$ cat src/sv/bsm_pkg.sv
// ---------------------------------------------------------------------------
// bsm_pkg: shared types and constants
// Word formats, widths and the controller/datapath interface of the
// bounding-sphere merge block.
// ---------------------------------------------------------------------------
`default_nettype none

package bsm_pkg;

    localparam int COORD_BITS = 32;
    localparam int RAD_BITS   = COORD_BITS - 1;
    localparam int DIFF_BITS  = COORD_BITS + 1;        // center difference
    localparam int PROD_BITS  = 2 * DIFF_BITS;         // product of two magnitudes
    localparam int ROOT_BITS  = COORD_BITS + 2;        // distance, quotient
    localparam int RADC_BITS  = 2 * ROOT_BITS;         // padded radicand
    localparam int SREM_BITS  = COORD_BITS + 3;        // sqrt partial remainder
    localparam int NUM_BITS   = PROD_BITS + 1;         // dividend of axis shift
    localparam int SUM3_BITS  = ROOT_BITS + 2;
    localparam int ROOT_STEPS = ROOT_BITS;
    localparam int DIV_STEPS  = ROOT_BITS;
    localparam int AXES       = 3;
    localparam int CNT_BITS   = 6;

    localparam logic [RAD_BITS-1:0] RAD_MAX = '1;

    typedef enum logic [1:0] {
        ACT_SEED    = 2'd0,
        ACT_KEEP    = 2'd1,
        ACT_REPLACE = 2'd2,
        ACT_MERGE   = 2'd3
    } action_t;

    typedef struct packed {
        logic signed [COORD_BITS-1:0] center_x;
        logic signed [COORD_BITS-1:0] center_y;
        logic signed [COORD_BITS-1:0] center_z;
        logic [RAD_BITS-1:0]          radius;
        logic                         first_group;
    } in_word_t;

    typedef struct packed {
        logic signed [COORD_BITS-1:0] out_center_x;
        logic signed [COORD_BITS-1:0] out_center_y;
        logic signed [COORD_BITS-1:0] out_center_z;
        logic [RAD_BITS-1:0]          out_radius;
        action_t                      action;
    } out_word_t;

    typedef struct packed {
        logic       load;
        logic       mul_en;
        logic [1:0] mul_axis;
        logic       acc_en;
        logic [1:0] acc_axis;
        logic       prod_phase;   // 0: squares of differences, 1: shift numerators
        logic       root_step;
        logic       decide;
        logic       div_step;
        logic       commit;
        action_t    action;
    } cmd_t;

    typedef struct packed {
        logic contained;
        logic encloses;
    } stat_t;

endpackage

`default_nettype wire

$ cat src/sv/bsm_ctrl.sv
// ---------------------------------------------------------------------------
// bsm_ctrl: sequencer
// Unless the word is a seed, steps the datapath through squares, square root, decision
// and, for a merge, shift products and division, then commits the word to the output register.
// ---------------------------------------------------------------------------
`default_nettype none

module bsm_ctrl (
    input  wire logic          clk,
    input  wire logic          rst_n,
    input  wire logic          item_valid,
    input  wire logic          first_group,
    output logic               item_stall,
    output logic               result_valid,
    input  wire logic          result_stall,
    input  wire bsm_pkg::stat_t stat,
    output bsm_pkg::cmd_t      cmd
);

    typedef enum logic [2:0] {
        S_IDLE,
        S_SQ,
        S_ROOT,
        S_DECIDE,
        S_PROD,
        S_DIV,
        S_COMMIT
    } state_t;

    state_t                          state_reg, state_next;
    logic [bsm_pkg::CNT_BITS-1:0]    cnt_reg, cnt_next;
    bsm_pkg::action_t                action_reg, action_next;
    logic                            out_valid_reg, out_valid_next;
    logic                            slot_free;

    assign slot_free    = !out_valid_reg || !result_stall;
    assign item_stall   = (state_reg != S_IDLE);
    assign result_valid = out_valid_reg;

    always_comb
    begin
        cmd            = '0;
        cmd.action     = action_reg;
        state_next     = state_reg;
        cnt_next       = cnt_reg;
        action_next    = action_reg;
        out_valid_next = out_valid_reg && result_stall;

        unique case (state_reg)
            S_IDLE:
            begin
                if (item_valid)
                begin
                    cmd.load = 1'b1;
                    cnt_next = '0;
                    if (first_group)
                    begin
                        action_next = bsm_pkg::ACT_SEED;
                        state_next  = S_COMMIT;
                    end
                    else
                    begin
                        state_next = S_SQ;
                    end
                end
            end
            S_SQ, S_PROD:
            begin
                cmd.prod_phase = (state_reg == S_PROD);
                cmd.mul_en     = (cnt_reg < bsm_pkg::CNT_BITS'(bsm_pkg::AXES));
                cmd.mul_axis   = cnt_reg[1:0];
                cmd.acc_en     = (cnt_reg != '0);
                cmd.acc_axis   = 2'(cnt_reg - 1'b1);
                if (cnt_reg == bsm_pkg::CNT_BITS'(bsm_pkg::AXES))
                begin
                    cnt_next   = '0;
                    state_next = (state_reg == S_SQ) ? S_ROOT : S_DIV;
                end
                else
                begin
                    cnt_next = cnt_reg + 1'b1;
                end
            end
            S_ROOT:
            begin
                cmd.root_step = 1'b1;
                if (cnt_reg == bsm_pkg::CNT_BITS'(bsm_pkg::ROOT_STEPS - 1))
                begin
                    cnt_next   = '0;
                    state_next = S_DECIDE;
                end
                else
                begin
                    cnt_next = cnt_reg + 1'b1;
                end
            end
            S_DECIDE:
            begin
                cmd.decide = 1'b1;
                priority if (stat.contained)
                begin
                    action_next = bsm_pkg::ACT_KEEP;
                    state_next  = S_COMMIT;
                end
                else if (stat.encloses)
                begin
                    action_next = bsm_pkg::ACT_REPLACE;
                    state_next  = S_COMMIT;
                end
                else
                begin
                    action_next = bsm_pkg::ACT_MERGE;
                    state_next  = S_PROD;
                end
            end
            S_DIV:
            begin
                cmd.div_step = 1'b1;
                if (cnt_reg == bsm_pkg::CNT_BITS'(bsm_pkg::DIV_STEPS - 1))
                begin
                    cnt_next   = '0;
                    state_next = S_COMMIT;
                end
                else
                begin
                    cnt_next = cnt_reg + 1'b1;
                end
            end
            S_COMMIT:
            begin
                if (slot_free)
                begin
                    cmd.commit     = 1'b1;
                    out_valid_next = 1'b1;
                    state_next     = S_IDLE;
                end
            end
            default:
            begin
                state_next = S_IDLE;
            end
        endcase
    end

    always_ff @(posedge clk or negedge rst_n)
    begin
        if (!rst_n)
        begin
            state_reg     <= S_IDLE;
            cnt_reg       <= '0;
            action_reg    <= bsm_pkg::ACT_SEED;
            out_valid_reg <= 1'b0;
        end
        else
        begin
            state_reg     <= state_next;
            cnt_reg       <= cnt_next;
            action_reg    <= action_next;
            out_valid_reg <= out_valid_next;
        end
    end

endmodule

`default_nettype wire

$ cat config.mk
export PLATFORM = sky130hd
export DESIGN_NAME = bsm_ctrl
export DESIGN_NICKNAME = d
export VERILOG_FILES = /design/src/sv/bsm_pkg.sv /design/src/sv/bsm_ctrl.sv
export SDC_FILE = /design/constraint.sdc
export NUM_CORES = 1
export LEC_CHECK = 0
export ABC_AREA = 0
export BUFFER_PORTS_ARGS = -buffer_cell sky130_fd_sc_hd__clkbuf_2
export CELL_PAD_IN_SITES_DETAIL_PLACEMENT = 1
export CELL_PAD_IN_SITES_GLOBAL_PLACEMENT = 1
export CORE_ASPECT_RATIO = 1.4
export CORE_MARGIN = 2
export CORE_UTILIZATION = 36
export DETAILED_ROUTE_END_ITERATION = 10
export MAX_ROUTING_LAYER = met4
export PLACE_DENSITY = 0.87
export SYNTH_ARGS = -nofsm -noshare
export SYNTH_HDL_FRONTEND = slang
export SYNTH_SLANG_ARGS = --single-unit
$ cat constraint.sdc
create_clock -name clk -period 2.23 [get_ports clk]
set_input_delay 0.223 -clock clk [delete_from_list [all_inputs] [get_ports clk]]
set_output_delay 0.223 -clock clk [all_outputs]
set_load 0.005 [all_outputs]
==> impl_results.md, run 1 <==
* Outcome: finished, final reports clean
* Initial antenna violation count at 0
* Nets at 134
* Skew final at 0.00399 ns
* Period utilization at 91.6%
* Leakage power at 0.459 nW
* Syn Area/Cell at 8.24 sq um
* Met3 Usage GRT at 1.79%
* Switching Share at 47.0%
* Drt wl/cell at 14.5 um
* Crit path required time at 2.01 ns
* Die X at 44.6 um
* Worst Slack Setup Final at 0.188 ns
* CTS tree: done
* Port Buffers at 22
* Reg power frac at 32.2%
* DRC at 0
* Worst relative slew slack at 66.3%
* Fin crit period at 2.04 ns
* Setup_tns at 0 ns
* Max-cap viol count at 0
* Postcts setup bufs at 0
* PwrDens at 1450 nW/um^2
* P_sw at 671 uW
* Largest net degree at the start of global routing at 19
* Vias in the first global route at 834
* Inserted Clock Buffers at 3
* Internal at 757 uW
* P&R area growth vs syn at 18.3%
* Non-Filler Instances at 144
* Arrival time worst endpoint at 1.82 ns
* Worst vdd ir at 0.000549 V
* Final Hold Vio Count at 0
* CP endpoint kind: output port
* RSZ-0062 raised after global routing: no
* Final-report max-slew violation count at 0
* FF-to-FF End: state_reg[0]
* Full die area at 2720 sq um
* Clk network pwr share at 8.9%
* Post-Route WL at 2.09 mm
* Global route hottest layer: met2
* Clk buf depth at 2
* Clock latency on the worst-skew pair at 0.26 ns
* Clk pin slew, worst setup/hold paths at 0.07 ns
* Cts repair resizes at 0
* Vias after detailed routing at 815
* CTS sink count at 12
* Die Span Y at 60.9 um
* Fmax at 490 MHz
* Setup violators final at 0
* Inst Count DP at 140
* Most frequent cells in the layout: clkbuf_2, nand2_1, dfrtp_1
* Register area share after synthesis at 36.1%
* Post-route ant nets at 0
* GR Util met2 at 34.2%
* First-pass GRT wire length at 3.65 mm
* Syn Nets at 111
* DR iter-0 viols at 12
* Commonest non-fill, non-tap cell in the layout: clkbuf_2
* Rows at 20
* Initial Utilization at 38.2%
* Hold path cells at 2
* H-tree depth at 1
* Post-synthesis sequential element count at 12
* Total congestion overflow at 0
* Ant. Diodes at 0
* WS Path Type: reg2out
* Core area at 2180 sq um
* Dpl ws at 0.386 ns
* DRT Pass-1 Iters at 4
* Reg2Reg Depth at 4
* RePlAce Congestion at 0.907
* DPL Wire Length at 1.74 mm
* Fillers at 279
* FF-to-FF Start: state_reg[2]
* Worst R2R Setup Slack at 0.39 ns
* Critical Path Fanout Max at 18
* Distinct cell type count of the synthesized netlist at 38
* Met1 Resource Use GR at 20.5%
* DR vias/cell at 5.66
* Hold Buf Count CTS at 1
* Actual slew at the worst max-slew pin at 0.506 ns
* Gate Count Post-Synth at 101
* Type of the tightest min-delay check: in2reg
* Max reg flops at 6
* Yosys warnings at 0
* HP Start: stat[1]
* Hold EP: action_reg[1]
* Synth Cell Area at 832 sq um
* Tot GR Track Use at 18.9%
* CTS root buffer: clkbuf_4
* Share of layout cells above drive strength 1 at 26.2%
* I/O pins at 23
* Critical path launch point type: register
* Comb power frac at 58.9%
* Total Power at 1.43 mW
[Yosys cell counts, drive strengths merged]
cell / n / share of area, %
nand2: 12 / 5.4
a211oi: 1 / 1.5
o311ai: 1 / 1.1
nor3b: 3 / 2.7
nor2b: 1 / 0.75
buf: 2 / 1.2
a2111oi: 1 / 1.1
ha: 3 / 4.5
nand2b: 1 / 0.75
nor4: 5 / 3.8
mux2i: 1 / 1.2
xnor2: 1 / 1.1
mux2: 1 / 1.4
o22a: 1 / 1.2
or2: 3 / 2.3
o31ai: 2 / 2.4
a22o: 2 / 2.1
nor3: 2 / 1.2
nand3b: 1 / 0.90
o211ai: 1 / 0.90
nand4: 1 / 0.75
a21oi: 6 / 3.6
o2111ai: 1 / 1.1
inv: 5 / 2.3
nor2: 12 / 5.7
and3b: 1 / 1.1
dfrtp: 12 / 36
o21ai: 5 / 3.0
o22ai: 1 / 0.75
nand3: 2 / 1.2
or3: 3 / 2.3
a21o: 1 / 0.90
o21a: 1 / 0.90
nand4bb: 1 / 1.4
clkbuf: 4 / 1.8
[per-layer routing]
layer  share of wire [%]  vias to the layer above
met2                  54                       21
met4                0.81                        0
met3                 4.5                        2
met1                  40                      387
met5                   0                        -
li1                    -                      405
[kinds of logic (layout without fill, tap and decap cells)]
family,after synthesis,in the layout,synth area share (%)
AO/OA/AOI/OAI,24,24,20.5
XOR/XNOR,1,1,1.05
adder cells (fa/ha/maj),3,3,4.51
buffers and inverters,11,32,5.26
flip-flops,12,12,36.1
multiplexers,2,2,2.56
AND/OR/NAND/NOR,48,48,30.1
[critical path, stage by stage (launching register included)]
cell      delay [ns]
dfrtp_1         0.66
xnor2_1         0.17
or2_1           0.32
nor4_1          0.25
clkbuf_2        0.15
[how the worst max path moves through the flow]
| stage | from | end | cells past startpoint |
|---|---|---|---|
| global placement | state_reg[2] | state_reg[0] | 4 |
| detailed placement | state_reg[2] | state_reg[0] | 4 |
| finish | state_reg[2] | cmd[12] | 4 |
| global route | state_reg[2] | cmd[12] | 4 |
| floorplan | cnt_reg[2] | state_reg[0] | 4 |
| CTS | state_reg[2] | cmd[12] | 4 |
[cell type report]
cell class / instances / area (sq um) / area share (%)
clock buffer: 3 / 22.5 / 2.29
sequential: 12 / 300 / 30.5
tap: 22 / 27.5 / 2.80
timing repair buffer: 24 / 128 / 13.0
inverter: 5 / 18.8 / 1.91
multi-input combinational: 78 / 488 / 49.6
[power groups by stage]
stage | clock network [mW] | logic, mW | registers (mW)
2_1_floorplan | 0 | 0.668 | 0.363
3_3_place_gp | 0 | 0.816 | 0.458
3_5_place_dp | 0 | 0.850 | 0.467
4_1_cts | 0.130 | 0.858 | 0.462
5_1_grt | 0.143 | 0.940 | 0.486
6_report | 0.127 | 0.841 | 0.460
[stage by stage]
step | utilization (%) | cell area (sq um) | hold slack [ns]
4_1_cts | 45.2 | 985 | 0.173
3_3_place_gp | 43.7 | 952 | 0.130
5_1_grt | 45.2 | 985 | 0.176
3_5_place_dp | 43.7 | 952 | 0.133
2_1_floorplan | - | 832 | -0.0726
6_report | 45.2 | 985 | 0.174
Note: power is estimated with default switching activity, not from simulation.
==> run 2, diff against run 1 <==
Settings changed: CORE_UTILIZATION 36 to 38, CTS_BUF_LIST from default to sky130_fd_sc_hd__clkbuf_8, PLACE_DENSITY 0.87 to 0.91.
==> impl_results.md, run 2 (same netlist as run 1, synthesis figures left out) <==
* Outcome: finished, final reports clean
* Hold path cells at 2
* Drt wl/cell at 15.9 um
* Largest net degree at the start of global routing at 19
* Postcts setup bufs at 0
* Register Area at 300 sq um
* Share of layout cells above drive strength 1 at 26.8%
* Arrival time worst endpoint at 1.87 ns
* Initial antenna violation count at 0
* WS Path Type: reg2out
* Most frequent cells in the layout: clkbuf_2, nand2_1, dfrtp_1
* CTS root buffer: clkbuf_8
* Worst Hold Slack at 0.198 ns
* Setup violators final at 0
* DRT Pass-1 Iters at 4
* Ant. Diodes at 0
* CP endpoint kind: output port
* Hold EP: action_reg[1]
* Port Buffers at 22
* Post-route ant nets at 0
* Vias in the first global route at 832
* DRC at 0
* Rows at 20
* Worst vdd ir at 0.000722 V
* Critical path launch point type: register
* Tot GR Track Use at 20.3%
* Clk buf depth at 2
* First-pass GRT wire length at 3.80 mm
* DR iter-0 viols at 14
* Max reg flops at 6
* Max-cap viol count at 0
* Critical Path Fanout Max at 18
* Post-Route WL at 2.31 mm
* P&R area growth vs syn at 22.3%
* CTS sink count at 12
* Inserted Clock Buffers at 3
* RePlAce Congestion at 0.778
* Comb power frac at 54.9%
* Leakage power at 0.474 nW
* Cts repair resizes at 0
* Final-report max-slew violation count at 0
* Vias after detailed routing at 867
* FF-to-FF End: state_reg[0]
* Clk network pwr share at 15.2%
* Crit path required time at 2.01 ns
* Area of the multi-input gates at 488 sq um
* Fin crit period at 2.09 ns
* Skew final at 0.00226 ns
* CTS tree: done
* Reg2Reg Depth at 4
* Type of the tightest min-delay check: in2reg
* H-tree depth at 1
* Clock latency on the worst-skew pair at 0.24 ns
* Total congestion overflow at 0
* HP Start: stat[1]
* Worst Slack Setup Final at 0.141 ns
* Worst relative slew slack at 64.4%
* Total Power at 1.57 mW
* Initial Utilization at 39.1%
* Clk pin slew, worst setup/hold paths at 0.05 ns
* Worst R2R Setup Slack at 0.31 ns
* Fmax at 479 MHz
* Internal at 852 uW
* Nets at 134
* Die Span Y at 59.4 um
* FF-to-FF Start: state_reg[2]
* Dpl ws at 0.392 ns
* Final Hold Vio Count at 0
* Switching Share at 45.6%
* Fillers at 265
* Actual slew at the worst max-slew pin at 0.535 ns
* PwrDens at 1540 nW/um^2
* Die X at 43.5 um
* Full die area at 2590 sq um
* RSZ-0062 raised after global routing: no
* Setup_tns at 0 ns
* DR vias/cell at 5.98
* DPL Wire Length at 1.77 mm
* I/O pins at 23
* Hold Buf Count CTS at 1
* Commonest non-fill, non-tap cell in the layout: clkbuf_2
* Core area at 2130 sq um
* P_sw at 715 uW
* Period utilization at 93.7%
* Reg power frac at 29.9%
[run 2: changes by cell type in the layout (fill, tap and decap cells not counted), sizes merged]
cell    previous run  this run
clkbuf            25        26
[run 2: critical path: stages, from the launching register on]
cell,delay [ns]
dfrtp_1,0.67
xnor2_1,0.16
or2_1,0.32
nor4_1,0.30
clkbuf_2,0.17
[run 2: metrics by stage]
| step | instance area, sq um | cells | util, % |
|---|---|---|---|
| global placement | 952 | 140 | 44.8 |
| CTS | 1020 | 145 | 47.8 |
| detailed placement | 952 | 140 | 44.8 |
| global route | 1020 | 145 | 47.8 |
| floorplan | 832 | 101 | - |
| finish | 1020 | 145 | 47.8 |
[run 2: worst max path at each step]
stage                       startpoint           end  depth (start not counted)
after CTS                 state_reg[2]       cmd[12]                          4
after detailed placement  state_reg[2]  state_reg[0]                          4
after global placement      cnt_reg[3]  state_reg[1]                          4
after floorplan             cnt_reg[2]  state_reg[0]                          4
final                     state_reg[2]       cmd[12]                          4
after global routing      state_reg[2]       cmd[12]                          4
[run 2: per-layer routing]
metal	wire length (um)	global-route usage (%)	vias up	share of wire, %
met3	113	1.83	7	4.9
li1	-	-	412	-
met4	50	9.52	0	2.2
met1	879	21.5	421	38
met5	0	-	-	0
met2	1270	37.0	27	55
[run 2: final cells by class]
| type | instances | area share, % |
|---|---|---|
| Inverter | 5 | 1.85 |
| Multi-Input combinational cell | 78 | 48.0 |
| Clock buffer | 4 | 5.41 |
| Sequential cell | 12 | 29.5 |
| Timing Repair Buffer | 24 | 12.5 |
| Tap cell | 22 | 2.71 |
[run 2: power by group through the flow]
stage / combinational (mW) / clock [mW] / sequential [mW]
2_1_floorplan: 0.668 / 0 / 0.363
3_3_place_gp: 0.815 / 0 / 0.456
3_5_place_dp: 0.857 / 0 / 0.469
4_1_cts: 0.871 / 0.240 / 0.466
5_1_grt: 0.957 / 0.250 / 0.492
6_report: 0.860 / 0.238 / 0.469
